--- src/rtl/sfr_pkg.sv ---
package sfr_pkg;

   // Result kinds as they appear on the response channel.
   typedef enum logic [2:0] {
      KIND_FW_VERSION    = 3'd0,
      KIND_RAIN_STATUS   = 3'd1,
      KIND_SENSOR_STATUS = 3'd2,
      KIND_OPTICS        = 3'd3,
      KIND_REALTIME_RAIN = 3'd4,
      KIND_UNKNOWN       = 3'd5,
      KIND_CRC_ERROR     = 3'd6
   } kind_type;

   // Function indexes carried in the low seven bits of the flags byte.
   localparam logic [6:0] IDX_FW_VERSION    = 7'd0;
   localparam logic [6:0] IDX_RAIN_STATUS   = 7'd1;
   localparam logic [6:0] IDX_SENSOR_STATUS = 7'd2;
   localparam logic [6:0] IDX_OPTICS        = 7'd3;
   localparam logic [6:0] IDX_REALTIME_RAIN = 7'd4;

   localparam logic [7:0] START_BYTE = 8'h3A;
   localparam logic [7:0] CRC_POLY   = 8'h31;
   localparam logic [7:0] CRC_INIT   = 8'hFF;

   // Rain percent is (value * 3333 + 49) / 100. The division is done as a
   // shift by two and a reciprocal multiply for the remaining divide by 25,
   // exact for every dividend below 2^26.
   localparam logic [11:0] RAIN_SCALE  = 12'd3333;
   localparam logic [27:0] RAIN_BIAS   = 28'd49;
   localparam logic [26:0] DIV25_RECIP = 27'd85899346;
   localparam int          DIV25_SHIFT = 31;

   // A completed, well-led frame waiting to be decoded.
   typedef struct packed {
      logic [6:0]  index;
      logic [15:0] value;
      logic        crc_ok;
      logic [31:0] time_ms;
   } frame_type;

   // Outcome of decoding one frame.
   typedef struct packed {
      logic        keep;
      logic        take_realtime;
      kind_type    kind;
      logic [6:0]  index;
      logic [15:0] value;
      logic [27:0] product;
      logic [7:0]  version_major;
      logic [7:0]  version_minor;
   } decode_type;

   // One byte of CRC-8, MSB first.
   function automatic logic [7:0] crc8_byte(input logic [7:0] crc, input logic [7:0] data);
      logic [7:0] c;
      c = crc ^ data;
      for (int i = 0; i < 8; i++) begin
         if (c[7]) begin
            c = {c[6:0], 1'b0} ^ CRC_POLY;
         end else begin
            c = {c[6:0], 1'b0};
         end
      end
      return c;
   endfunction

endpackage

--- src/rtl/sfr_decode.sv ---
module sfr_decode
   import sfr_pkg::*;
(
   input  frame_type   frame,
   input  logic [31:0] last_realtime_ms,
   input  logic [15:0] throttle_ms,
   output decode_type  result
);

   logic [31:0] elapsed;
   logic        pass;
   kind_type    kind;

   assign elapsed = frame.time_ms - last_realtime_ms;
   assign pass    = elapsed >= {16'd0, throttle_ms};

   always_comb begin
      if (!frame.crc_ok) begin
         kind = KIND_CRC_ERROR;
      end else begin
         case (frame.index)
            IDX_FW_VERSION:    kind = KIND_FW_VERSION;
            IDX_RAIN_STATUS:   kind = KIND_RAIN_STATUS;
            IDX_SENSOR_STATUS: kind = KIND_SENSOR_STATUS;
            IDX_OPTICS:        kind = KIND_OPTICS;
            IDX_REALTIME_RAIN: kind = KIND_REALTIME_RAIN;
            default:           kind = KIND_UNKNOWN;
         endcase
      end
   end

   always_comb begin
      result               = '0;
      result.kind          = kind;
      result.index         = frame.index;
      result.value         = frame.value;
      result.take_realtime = (kind == KIND_REALTIME_RAIN) && pass;
      result.keep          = (kind != KIND_REALTIME_RAIN) || pass;
      if (kind == KIND_RAIN_STATUS) begin
         result.product = ({12'd0, frame.value} * {16'd0, RAIN_SCALE}) + RAIN_BIAS;
      end
      if (kind == KIND_FW_VERSION) begin
         result.version_major = frame.value[15:8];
         result.version_minor = frame.value[7:0];
      end
   end

endmodule

--- src/rtl/sensor_frame_receiver_crc8_unit.sv ---
// Sensor frame receiver. Each request item is either a received UART byte
// (req_action = 0) or a one-millisecond tick (req_action = 1). A start byte
// of 0x3A restarts a five-byte frame: start, flags, value low, value high,
// CRC. The CRC-8 (polynomial 0x31, initial value 0xFF, MSB first) is
// updated one byte at a time as bytes arrive, so a completed frame only
// needs a compare. A frame not led by 0x3A, or one with a zero flags byte,
// is dropped silently. A good frame is classified by its function index
// (flags AND 0x7F) and gives one response item; a CRC mismatch gives a
// crc error item. Realtime rain reports (index 4) closer together than
// csr_wdata milliseconds, as last written with csr_we, are dropped. The
// block accepts one item every cycle unless a stall from rsp_ready holds
// it back. A frame that gives a response goes through three register
// stages (capture, decode, rain divide) before its response appears;
// ticks and other bytes give no response. The rain percent divide by 100
// is a shift and a reciprocal multiply in the last stage.
module sensor_frame_receiver_crc8_unit
   import sfr_pkg::*;
(
   input  logic        clock,
   input  logic        reset,
   input  logic        req_valid,
   output logic        req_ready,
   input  logic        req_action,
   input  logic [7:0]  req_rx_byte,
   output logic        rsp_valid,
   input  logic        rsp_ready,
   output logic [2:0]  rsp_kind,
   output logic [6:0]  rsp_function_index,
   output logic [15:0] rsp_value,
   output logic [21:0] rsp_rain_percent,
   output logic [7:0]  rsp_version_major,
   output logic [7:0]  rsp_version_minor,
   input  logic        csr_we,
   input  logic [15:0] csr_wdata
);

   // Frame collection state.
   logic [2:0]  pos_ff, pos_in;
   logic [7:0]  byte0_ff, byte0_in;
   logic [7:0]  flags_ff, flags_in;
   logic [7:0]  lo_ff, lo_in;
   logic [7:0]  hi_ff, hi_in;
   logic [7:0]  crc_ff, crc_in;
   logic [31:0] time_ff, time_in;
   logic [31:0] last_rt_ff, last_rt_in;
   logic [15:0] throttle_ff, throttle_in;

   // Pipeline stages.
   logic        s1_valid_ff, s1_valid_in;
   frame_type   s1_ff, s1_in;
   logic        s2_valid_ff, s2_valid_in;
   decode_type  s2_ff, s2_in;
   logic        rsp_valid_ff, rsp_valid_in;
   logic [2:0]  kind_ff, kind_in;
   logic [6:0]  index_ff, index_in;
   logic [15:0] value_ff, value_in;
   logic [21:0] rain_ff, rain_in;
   logic [7:0]  major_ff, major_in;
   logic [7:0]  minor_ff, minor_in;

   logic        accept;
   logic        is_byte;
   logic [2:0]  pos_eff;
   logic        complete;
   logic        out_free;
   logic        s2_free;
   logic        s1_free;
   decode_type  dec;
   logic [52:0] rain_full;

   // Stalls ripple back from the response register.
   assign out_free  = !rsp_valid_ff || rsp_ready;
   assign s2_free   = !s2_valid_ff || out_free;
   assign s1_free   = !s1_valid_ff || s2_free;
   assign req_ready = s1_free;
   assign accept    = req_valid && req_ready;
   assign is_byte   = accept && !req_action;

   always_comb begin
      if (req_rx_byte == START_BYTE || pos_ff > 3'd4) begin
         pos_eff = 3'd0;
      end else begin
         pos_eff = pos_ff;
      end
   end

   assign complete = is_byte && (pos_eff == 3'd4);

   // Byte collection, CRC and the millisecond clock.
   always_comb begin
      pos_in      = pos_ff;
      byte0_in    = byte0_ff;
      flags_in    = flags_ff;
      lo_in       = lo_ff;
      hi_in       = hi_ff;
      crc_in      = crc_ff;
      time_in     = time_ff;
      throttle_in = csr_we ? csr_wdata : throttle_ff;
      s1_in       = s1_ff;
      if (accept && req_action) begin
         time_in = time_ff + 32'd1;
      end
      if (is_byte) begin
         pos_in = complete ? 3'd0 : pos_eff + 3'd1;
         case (pos_eff)
            3'd0: byte0_in = req_rx_byte;
            3'd1: begin
               flags_in = req_rx_byte;
               crc_in   = crc8_byte(CRC_INIT, req_rx_byte);
            end
            3'd2: begin
               lo_in  = req_rx_byte;
               crc_in = crc8_byte(crc_ff, req_rx_byte);
            end
            3'd3: begin
               hi_in  = req_rx_byte;
               crc_in = crc8_byte(crc_ff, req_rx_byte);
            end
            default: begin
               // Last byte: it is the CRC, so capture the frame for decode.
               s1_in.index   = flags_ff[6:0];
               s1_in.value   = {hi_ff, lo_ff};
               s1_in.crc_ok  = (crc_ff == req_rx_byte);
               s1_in.time_ms = time_ff;
            end
         endcase
      end
   end

   // Only frames led by the start byte with a nonzero flags byte go on.
   always_comb begin
      if (complete && byte0_ff == START_BYTE && flags_ff != 8'd0) begin
         s1_valid_in = 1'b1;
      end else if (s2_free) begin
         s1_valid_in = 1'b0;
      end else begin
         s1_valid_in = s1_valid_ff;
      end
   end

   sfr_decode u_decode (
      .frame            (s1_ff),
      .last_realtime_ms (last_rt_ff),
      .throttle_ms      (throttle_ff),
      .result           (dec)
   );

   // Decode stage; the realtime timestamp moves only when a report passes.
   always_comb begin
      s2_valid_in = s2_valid_ff;
      s2_in       = s2_ff;
      last_rt_in  = last_rt_ff;
      if (s2_free) begin
         s2_valid_in = s1_valid_ff && dec.keep;
         s2_in       = dec;
         if (s1_valid_ff && dec.take_realtime) begin
            last_rt_in = s1_ff.time_ms;
         end
      end
   end

   // Rain stage: divide by 4 with a shift, then by 25 with a reciprocal.
   assign rain_full = {1'b0, s2_ff.product[27:2]} * {26'd0, DIV25_RECIP};

   always_comb begin
      rsp_valid_in = rsp_valid_ff;
      kind_in      = kind_ff;
      index_in     = index_ff;
      value_in     = value_ff;
      rain_in      = rain_ff;
      major_in     = major_ff;
      minor_in     = minor_ff;
      if (out_free) begin
         rsp_valid_in = s2_valid_ff;
         kind_in      = s2_ff.kind;
         index_in     = s2_ff.index;
         value_in     = s2_ff.value;
         rain_in      = rain_full[DIV25_SHIFT +: 22];
         major_in     = s2_ff.version_major;
         minor_in     = s2_ff.version_minor;
      end
   end

   always_ff @(posedge clock) begin
      if (reset) begin
         pos_ff       <= 3'd0;
         time_ff      <= 32'd0;
         last_rt_ff   <= 32'd0;
         throttle_ff  <= 16'd0;
         s1_valid_ff  <= 1'b0;
         s2_valid_ff  <= 1'b0;
         rsp_valid_ff <= 1'b0;
      end else begin
         pos_ff       <= pos_in;
         time_ff      <= time_in;
         last_rt_ff   <= last_rt_in;
         throttle_ff  <= throttle_in;
         s1_valid_ff  <= s1_valid_in;
         s2_valid_ff  <= s2_valid_in;
         rsp_valid_ff <= rsp_valid_in;
      end
   end

   // Frame bytes are always written before they are read, so no reset.
   always_ff @(posedge clock) begin
      byte0_ff <= byte0_in;
      flags_ff <= flags_in;
      lo_ff    <= lo_in;
      hi_ff    <= hi_in;
      crc_ff   <= crc_in;
      s1_ff    <= s1_in;
      s2_ff    <= s2_in;
      kind_ff  <= kind_in;
      index_ff <= index_in;
      value_ff <= value_in;
      rain_ff  <= rain_in;
      major_ff <= major_in;
      minor_ff <= minor_in;
   end

   assign rsp_valid          = rsp_valid_ff;
   assign rsp_kind           = kind_ff;
   assign rsp_function_index = index_ff;
   assign rsp_value          = value_ff;
   assign rsp_rain_percent   = rain_ff;
   assign rsp_version_major  = major_ff;
   assign rsp_version_minor  = minor_ff;

endmodule
--- config.mk ---
export PLATFORM = sky130hd
export DESIGN_NAME = sensor_frame_receiver_crc8_unit
export DESIGN_NICKNAME = d
export VERILOG_FILES = /design/src/rtl/sfr_pkg.sv /design/src/rtl/sfr_decode.sv /design/src/rtl/sensor_frame_receiver_crc8_unit.sv
export SDC_FILE = /design/constraint.sdc
export NUM_CORES = 1
export LEC_CHECK = 0
export ABC_CLOCK_PERIOD_IN_PS = 13700
export BUFFER_PORTS_ARGS = -buffer_cell sky130_fd_sc_hd__buf_2
export CORE_MARGIN = 2
export CORE_UTILIZATION = 38
export DETAILED_ROUTE_END_ITERATION = 7
export PLACE_DENSITY = 0.5
export SYNTH_ARGS = -nofsm -noshare
export SYNTH_HDL_FRONTEND = slang
export SYNTH_SLANG_ARGS = --single-unit
--- constraint.sdc ---
create_clock -name clock -period 13.7 [get_ports clock]
set_input_delay 1.37 -clock clock [delete_from_list [all_inputs] [get_ports clock]]
set_output_delay 1.37 -clock clock [all_outputs]
set_load 0.03 [all_outputs]
==> impl_metrics.env, run 1 <==
export IMPL_synth_top_area_share_pct=24.5
export IMPL_critPathKind="register to register"
export IMPL_power_density_nw_per_um2=66.6
export IMPL_io_pins=96
export IMPL_swShare_pct=21.3
export IMPL_path_buf_inv=6
export IMPL_fillers=7052
export IMPL_r2r_end="rsp_rain_percent[5]"
export IMPL_synth_largest_area_cell="edfxtp_1"
export IMPL_grt_pass1_wl_um=103000
export IMPL_clk_latency_ns=0.56
export IMPL_place_area_um2=29500
export IMPL_relSlewSlack_pct=29.6
export IMPL_ys_seq_area_share_pct=30.6
export IMPL_cp_cell_sequence="inv_1 -> fa_1 -> inv_1 -> ha_1 -> fa_1 -> inv_1 -> fa_1 -> inv_1 -> fa_1 -> fa_1 -> inv_1 -> fa_1 -> inv_1 -> ha_1 -> o211ai_1 -> a21boi_0 -> o21ai_0 -> a21boi_0 -> o21bai_1 -> a31oi_1 -> nor4_1 -> a311o_1"
export IMPL_cp_slowest_stage_delay_ns=0.68
export IMPL_ys_types=74
export IMPL_grt_pass1_vias=18790
export IMPL_vias=17672
export IMPL_clock_sinks=314
export IMPL_layout_nets=3448
export IMPL_ctsRootBufferMaster="clkbuf_16"
export IMPL_ys_async_sr_fraction_pct=0
export IMPL_syn_num_nets=3342
export IMPL_via_per_inst=4.82
export IMPL_dp_slack_ns=6.65
export IMPL_avgSynthCellArea_um2=10.9
export IMPL_tightest_slew_ns=1.06
export IMPL_cp_required_ns=13.99
export IMPL_setup_worst_path_start_class="register"
export IMPL_netlist_instances=2577
export IMPL_die_w_um=275
export IMPL_clockBufferDepth=3
export IMPL_synth_top_family_by_area="adder cells"
export IMPL_power_frac_comb_pct=2.8
export IMPL_rows=99
export IMPL_yosys_most_used_dff="edfxtp_1"
export IMPL_synth_compound_area_share_pct=6.45
export IMPL_synth_xor_area_share_pct=4.16
export IMPL_fin_area_um2=30700
export IMPL_cts_setup_buffers=0
export IMPL_vdd_ir_drop_max_mv=0.0783
export IMPL_netlist_area_um2=28000
export IMPL_power_internal_uw=1610
export IMPL_dr_pass1_iters=5
export IMPL_drt_iter0_markers=761
export IMPL_post_cts_resize_count=0
export IMPL_cts_tree="yes"
export IMPL_hold_viol=0
export IMPL_setup_viol=0
export IMPL_r2r_slack_ns=6.61
export IMPL_htreeDepth=2
export IMPL_worstPathArrival_ns=7.38
export IMPL_yosysWarnings=0
export IMPL_synth_simple_area_share_pct=8.36
export IMPL_setup_tns_final_ns=0
export IMPL_crit_family="adder cells"
export IMPL_period_needed_ns=7.09
export IMPL_ys_top_cells_by_count="584 x inv_1, 465 x ha_1, 270 x fa_1"
export IMPL_drive_gt1_share_pct=6.83
export IMPL_place_hpwl_um=54300
export IMPL_crit_path_start="s2_ff[22]"
export IMPL_maxCapViolCount=0
export IMPL_antenna_cells=0
export IMPL_yosys_mux_area_fraction_pct=1.90
export IMPL_hold_path_class="register to register"
export IMPL_cp_endpoint="rsp_rain_percent[5]"
export IMPL_synth_most_common_cell="inv_1"
export IMPL_endpoint_kind="register"
export IMPL_slew_violations=0
export IMPL_clk_pin_slew_ns=0.06
export IMPL_gp_congestion=0.935
export IMPL_portBuffers=95
export IMPL_r2r_cells=22
export IMPL_synth_fa_ha_area_share_pct=40.1
export IMPL_core_area_um2=73000
export IMPL_r2r_start="s2_ff[22]"
export IMPL_die_area_um2=75800
export IMPL_start_util_pct=38.3
export IMPL_postRouteAntennaNets=0
export IMPL_fmax_mhz=141
export IMPL_finalWorstSetupSlack_ns=6.61
export IMPL_overflow=0
export IMPL_pwr_share_seq_pct=49.8
export IMPL_grt_max_degree=119
export IMPL_grt_use_total_pct=17.6
export IMPL_crit_path_top_delay_cell="edfxtp_1"
export IMPL_synth_edf_count=228
export IMPL_grt_antenna_before_repair=0
export IMPL_area_growth_pct=9.91
export IMPL_clkPwrFrac_pct=47.4
export IMPL_drc_errors=0
export IMPL_wirelength_um=65700
export IMPL_hold_buffers=0
export IMPL_outcome="complete, no violations"
export IMPL_rsz0062_at_grt="false"
export IMPL_cts_buffers=36
export IMPL_fin_skew_ns=0.0232
export IMPL_switchingPower_uw=437
export IMPL_p_leak_uw=0.0156
export IMPL_wl_per_cell_um=17.9
export IMPL_die_h_um=275
export IMPL_period_share_pct=51.7
export IMPL_worstPathMaxFanout=8
export IMPL_synth_seq_cells=314
export IMPL_cp_depth=22
export IMPL_synth_area_leaders="edfxtp_1 24%, ha_1 21%, fa_1 19%, inv_1 7.8%, dfxtp_1 6.2%"
-- cells in the final DEF, fill, tap and decap left out, drive strengths merged, types with 12 or more instances in the layout --
cell and instances:
nand2 76, dfxtp 86, edfxtp 228, nor4 23, inv 587, nand3 27
xnor2 66, a21o 34, a211oi 13, or3 13, o21ai 51, nor3 18
fa 270, nor2 140, nand2b 80, clkbuf 46, o211ai 13, buf 100
mux2i 52, ha 465, nand4 19, xor2 67, a21oi 94, and2 12
and3 15
-- power groups by stage --
| stage | logic, uW | registers, uW | clock network (uW) |
|---|---|---|---|
| 4_1_cts | 58.1 | 1020 | 1010 |
| 3_3_place_gp | 56.5 | 1040 | 0 |
| 5_1_grt | 64.3 | 1020 | 1040 |
| 6_report | 56.9 | 1020 | 972 |
| 3_5_place_dp | 57.6 | 1040 | 0 |
| 2_1_floorplan | 40.8 | 1040 | 0 |
-- flip-flops by register name (all words and copies together) (netlist names) --
register	count
byte0_ff	8
crc_ff	8
flags_ff	8
hi_ff	8
last_rt_ff	32
lo_ff	8
pos_ff	3
rsp_function_index	7
rsp_kind	3
rsp_rain_percent	22
rsp_valid	1
rsp_value	16
rsp_version_major	8
rsp_version_minor	8
s1_ff	56
s1_valid_ff	1
s2_ff	68
s2_valid_ff	1
throttle_ff	16
time_ff	32
-- area by class of cell --
class	count	area [um2]	area share (%)
Clock buffer	46	980	3.19
Sequential cell	314	8570	27.9
Multi-Input combinational cell	1647	17100	55.5
Tap cell	959	1200	3.90
Inverter	584	2190	7.13
Timing Repair Buffer	100	513	1.67
Clock inverter	18	213	0.692
-- cell families after synthesis --
logic type                 after synthesis
and+or+nand+nor                        452
AOI/OAI and AO/OA                      274
DFF                                    314
adders and majority gates              735
buffers and inverters                  616
xor gates and xnor gates               133
muxes                                   53
-- worst min-delay path by stage --
stage	end	start	slack, ns	cells past startpoint
2_1_floorplan	rsp_function_index[0]	s2_ff[60]	0.40	0
3_3_place_gp	s1_ff[45]	hi_ff[4]	0.40	0
3_5_place_dp	rsp_function_index[5]	s2_ff[65]	0.40	0
4_1_cts	s1_ff[42]	hi_ff[1]	0.42	0
5_1_grt	s1_ff[42]	hi_ff[1]	0.41	0
6_report	s1_ff[47]	hi_ff[6]	0.41	0
-- routing by layer --
| layer | global-route usage (%) | vias up | share of wire, % | wire length [um] |
|---|---|---|---|---|
| li1 | - | 8717 | - | - |
| met1 | 23.2 | 8665 | 45 | 29600 |
| met2 | 30.4 | 211 | 49 | 32300 |
| met3 | 2.49 | 79 | 3.3 | 2150 |
| met4 | 4.77 | 0 | 2.4 | 1580 |
| met5 | 0 | - | 0 | 0 |
-- worst reg2reg max path: stages, from the launching register on --
cell,delay [ns]
edfxtp_1,0.68
inv_1,0.19
fa_1,0.56
inv_1,0.04
ha_1,0.21
fa_1,0.54
inv_1,0.05
fa_1,0.54
inv_1,0.08
fa_1,0.50
fa_1,0.54
inv_1,0.05
fa_1,0.54
inv_1,0.05
ha_1,0.31
o211ai_1,0.09
a21boi_0,0.37
o21ai_0,0.21
a21boi_0,0.26
o21bai_1,0.13
a31oi_1,0.49
nor4_1,0.09
a311o_1,0.33
-- stage by stage --
step | hold WS (ns) | cells | util, % | total power (uW)
5_1_grt | 0.415 | 3668 | 42.1 | 2120
3_5_place_dp | 0.405 | 3604 | 40.5 | 1100
6_report | 0.414 | 3668 | 42.1 | 2050
4_1_cts | 0.417 | 3668 | 42.1 | 2080
3_3_place_gp | 0.403 | 3604 | 40.5 | 1100
2_1_floorplan | 0.400 | 2577 | - | 1080
Note: power is estimated with default switching activity, not from simulation.
==> inputs of run 2 (changes only) <==
--- a/config.mk
+++ b/config.mk
@@ -5,12 +5,13 @@
 export SDC_FILE = /design/constraint.sdc
 export NUM_CORES = 1
 export LEC_CHECK = 0
-export ABC_CLOCK_PERIOD_IN_PS = 13700
+export ABC_AREA = 1
+export ABC_CLOCK_PERIOD_IN_PS = 5900
 export BUFFER_PORTS_ARGS = -buffer_cell sky130_fd_sc_hd__buf_2
 export CORE_MARGIN = 2
 export CORE_UTILIZATION = 38
 export DETAILED_ROUTE_END_ITERATION = 7
-export PLACE_DENSITY = 0.5
+export PLACE_DENSITY = 0.52
 export SYNTH_ARGS = -nofsm -noshare
 export SYNTH_HDL_FRONTEND = slang
 export SYNTH_SLANG_ARGS = --single-unit
==> constraint.sdc (replaced) <==
create_clock -name clock -period 5.9 [get_ports clock]
set_input_delay 0.59 -clock clock [delete_from_list [all_inputs] [get_ports clock]]
set_output_delay 0.59 -clock clock [all_outputs]
set_load 0.03 [all_outputs]
==> run 2 against run 1 <==
Clock power up 150%. Clock skew fell by 0.00096 ns. Hold slack worse by 0.16 ns. Sequential cell count stayed put. Cell count up 24%. Utilization is 2.9 points higher. Via count rose by 18%. Largest power group is now the clock network.
==> impl_metrics.env, run 2 <==
export IMPL_cp_slowest_stage_delay_ns=0.58
export IMPL_fin_skew_ns=0.0223
export IMPL_syn_num_nets=3966
export IMPL_period_needed_ns=5.88
export IMPL_wirelength_um=69900
export IMPL_synth_most_common_cell="inv_1"
export IMPL_clk_pin_slew_ns=0.06
export IMPL_largest_register="s2_ff"
export IMPL_postRouteAntennaNets=0
export IMPL_relSlewSlack_pct=32.4
export IMPL_gp_congestion=0.902
export IMPL_antenna_cells=0
export IMPL_synth_largest_area_cell="edfxtp_1"
export IMPL_endpoint_kind="register"
export IMPL_synth_top_area_share_pct=23.4
export IMPL_drc_errors=0
export IMPL_avgSynthCellArea_um2=9.13
export IMPL_grt_antenna_before_repair=0
export IMPL_netlist_area_um2=29200
export IMPL_yosysWarnings=0
export IMPL_ys_seq_area_share_pct=29.3
export IMPL_die_w_um=281
export IMPL_grt_use_total_pct=18.0
export IMPL_wl_per_cell_um=15.4
export IMPL_outcome="complete, no violations"
export IMPL_ys_async_sr_fraction_pct=0
export IMPL_clockBufferDepth=3
export IMPL_r2r_start="s2_ff[31]"
export IMPL_r2r_end="rsp_rain_percent[15]"
export IMPL_overflow=0
export IMPL_fillers=7531
export IMPL_drive_gt1_share_pct=14.3
export IMPL_final_cell_mix="794 x inv_1, 468 x nand2_1, 441 x ha_1"
export IMPL_cts_buffers=38
export IMPL_largest_reg_flops=68
export IMPL_vdd_ir_drop_max_mv=0.231
export IMPL_place_area_um2=32000
export IMPL_multi_input_area_um2=18200
export IMPL_p_leak_uw=0.0183
export IMPL_place_hpwl_um=58000
export IMPL_r2r_cells=27
export IMPL_top_regs="s2_ff (68), s1_ff (56)"
export IMPL_ys_top_cells_by_count="818 x inv_1, 487 x nand2_1, 465 x ha_1"
export IMPL_synth_edf_count=228
export IMPL_hold_path_class="input pin to register"
export IMPL_synth_area_leaders="edfxtp_1 23%, ha_1 20%, fa_1 18%, inv_1 11%, nand2_1 6.3%"
export IMPL_via_per_inst=4.58
export IMPL_ys_types=51
export IMPL_drt_iter0_markers=915
export IMPL_crit_path_start="s2_ff[31]"
export IMPL_hold_viol=0
export IMPL_yosys_most_used_dff="edfxtp_1"
export IMPL_clock_sinks=314
export IMPL_clk_latency_ns=0.57
export IMPL_start_util_pct=38.4
export IMPL_fmax_mhz=170
export IMPL_die_h_um=281
export IMPL_holdWs_ns=0.254
export IMPL_layout_nets=4253
export IMPL_grt_max_degree=66
export IMPL_netlist_instances=3201
export IMPL_ctsRootBufferMaster="clkbuf_16"
export IMPL_io_pins=96
export IMPL_critPathKind="register to register"
export IMPL_maxCapViolCount=0
export IMPL_portBuffers=95
export IMPL_area_growth_pct=17.2
export IMPL_cp_endpoint="rsp_rain_percent[15]"
export IMPL_setup_worst_path_start_class="register"
export IMPL_dr_pass1_iters=5
export IMPL_htreeDepth=2
export IMPL_final_common_cell="inv_1"
export IMPL_fin_area_um2=34300
export IMPL_register_area_um2=8570
export IMPL_worstPathMaxFanout=4
export IMPL_cts_tree="yes"
export IMPL_synth_seq_cells=314
export IMPL_cpMostUsedCell="nand2_1"
export IMPL_die_area_um2=79200
export IMPL_core_area_um2=76100
export IMPL_rsz0062_at_grt="true"
export IMPL_grt_pass1_vias=21175
export IMPL_worstPathArrival_ns=6.20
export IMPL_period_share_pct=99.6
export IMPL_crit_path_top_delay_cell="fa_2"
export IMPL_slew_violations=0
export IMPL_rows=101
export IMPL_power_density_nw_per_um2=151
export IMPL_grt_pass1_wl_um=112000
export IMPL_tightest_slew_ns=1.01
export IMPL_r2r_slack_ns=0.02
export IMPL_vias=20806
export IMPL_setup_viol=0
export IMPL_cp_required_ns=6.23
export IMPL_hold_buffers=0
run 2: cell types whose count changed after synthesis, sizes merged, moves of 23 or more:
cell,previous run,this run
nand2,76,503
a21o,34,11
nand3,27,55
inv,584,820
xnor2,66,26
a21oi,94,158
mux2i,52,0
nor2,140,261
nand2b,80,0
o21ai,51,103
run 2: report_power, final:
group	switching, uW	internal (uW)
registers	12.9	2380
clock network	1000	1400
logic	251	146
run 2: repair_timing:
action,CTS,global route
hold endpoints to repair,0,0
pin swaps,34,73
setup endpoints to repair,17,22
buffers inserted,14,20
gates resized for setup,50,142
run 2: area by class of cell:
class	instances	share of cell area, %
inverters	822	9.00
clock inverters	25	0.905
flip-flops and latches	314	25.0
multi-input cells	2041	53.1
repair buffers	271	5.38
clock buffers	44	2.87
well taps	1030	3.76
run 2: worst max-delay path, delay by kind of cell (launching register included):
kind / cells / cell delay [ns]
fa+ha+maj: 8 / 3.65
simple gates: 11 / 0.94
buf+inv: 8 / 0.64
flops: 1 / 0.41
run 2: how the worst min path moves through the flow:
stage / from / endpoint / slack, ns / depth (start not counted)
6_report: csr_wdata[0] / throttle_ff[0] / 0.25 / 3
5_1_grt: csr_wdata[7] / throttle_ff[7] / 0.29 / 3
4_1_cts: csr_wdata[0] / throttle_ff[0] / 0.23 / 3
3_5_place_dp: s2_ff[5] / rsp_version_minor[5] / 0.40 / 0
3_3_place_gp: s2_ff[1] / rsp_version_minor[1] / 0.40 / 0
2_1_floorplan: s2_ff[60] / rsp_function_index[0] / 0.40 / 0
run 2: kinds of logic (layout without fill, tap and decap cells):
group / count (synthesis) / after routing / share of synthesized area, %
simple gates: 901 / 901 / 12.8
buf+inv: 846 / 1162 / 11.0
fa+ha+maj: 735 / 735 / 38.4
compound gates: 331 / 331 / 6.30
flops: 314 / 314 / 29.3
xor+xnor: 74 / 74 / 2.22
run 2: layer usage:
metal	track usage (%)	vias to the layer above	share of wire [%]
met4	4.42	0	2.4
met5	0	-	0
li1	-	10656	-
met1	24.1	9813	46
met2	31.0	262	48
met3	2.24	75	3.3
run 2: metrics by stage:
| stage | power, uW | worst slack, ns | TNS, ns | std cells | utilization (%) |
|---|---|---|---|---|---|
| 6_report | 5190 | 0.0243 | 0 | 4547 | 45.1 |
| 2_1_floorplan | 2730 | 0.0629 | 0 | 3201 | - |
| 5_1_grt | 5420 | -0.175 | -1.27 | 4547 | 45.1 |
| 4_1_cts | 5280 | 0.00725 | 0 | 4528 | 44.1 |
| 3_3_place_gp | 2830 | -0.271 | -2.94 | 4445 | 42.0 |
| 3_5_place_dp | 2830 | -0.344 | -3.49 | 4445 | 42.0 |
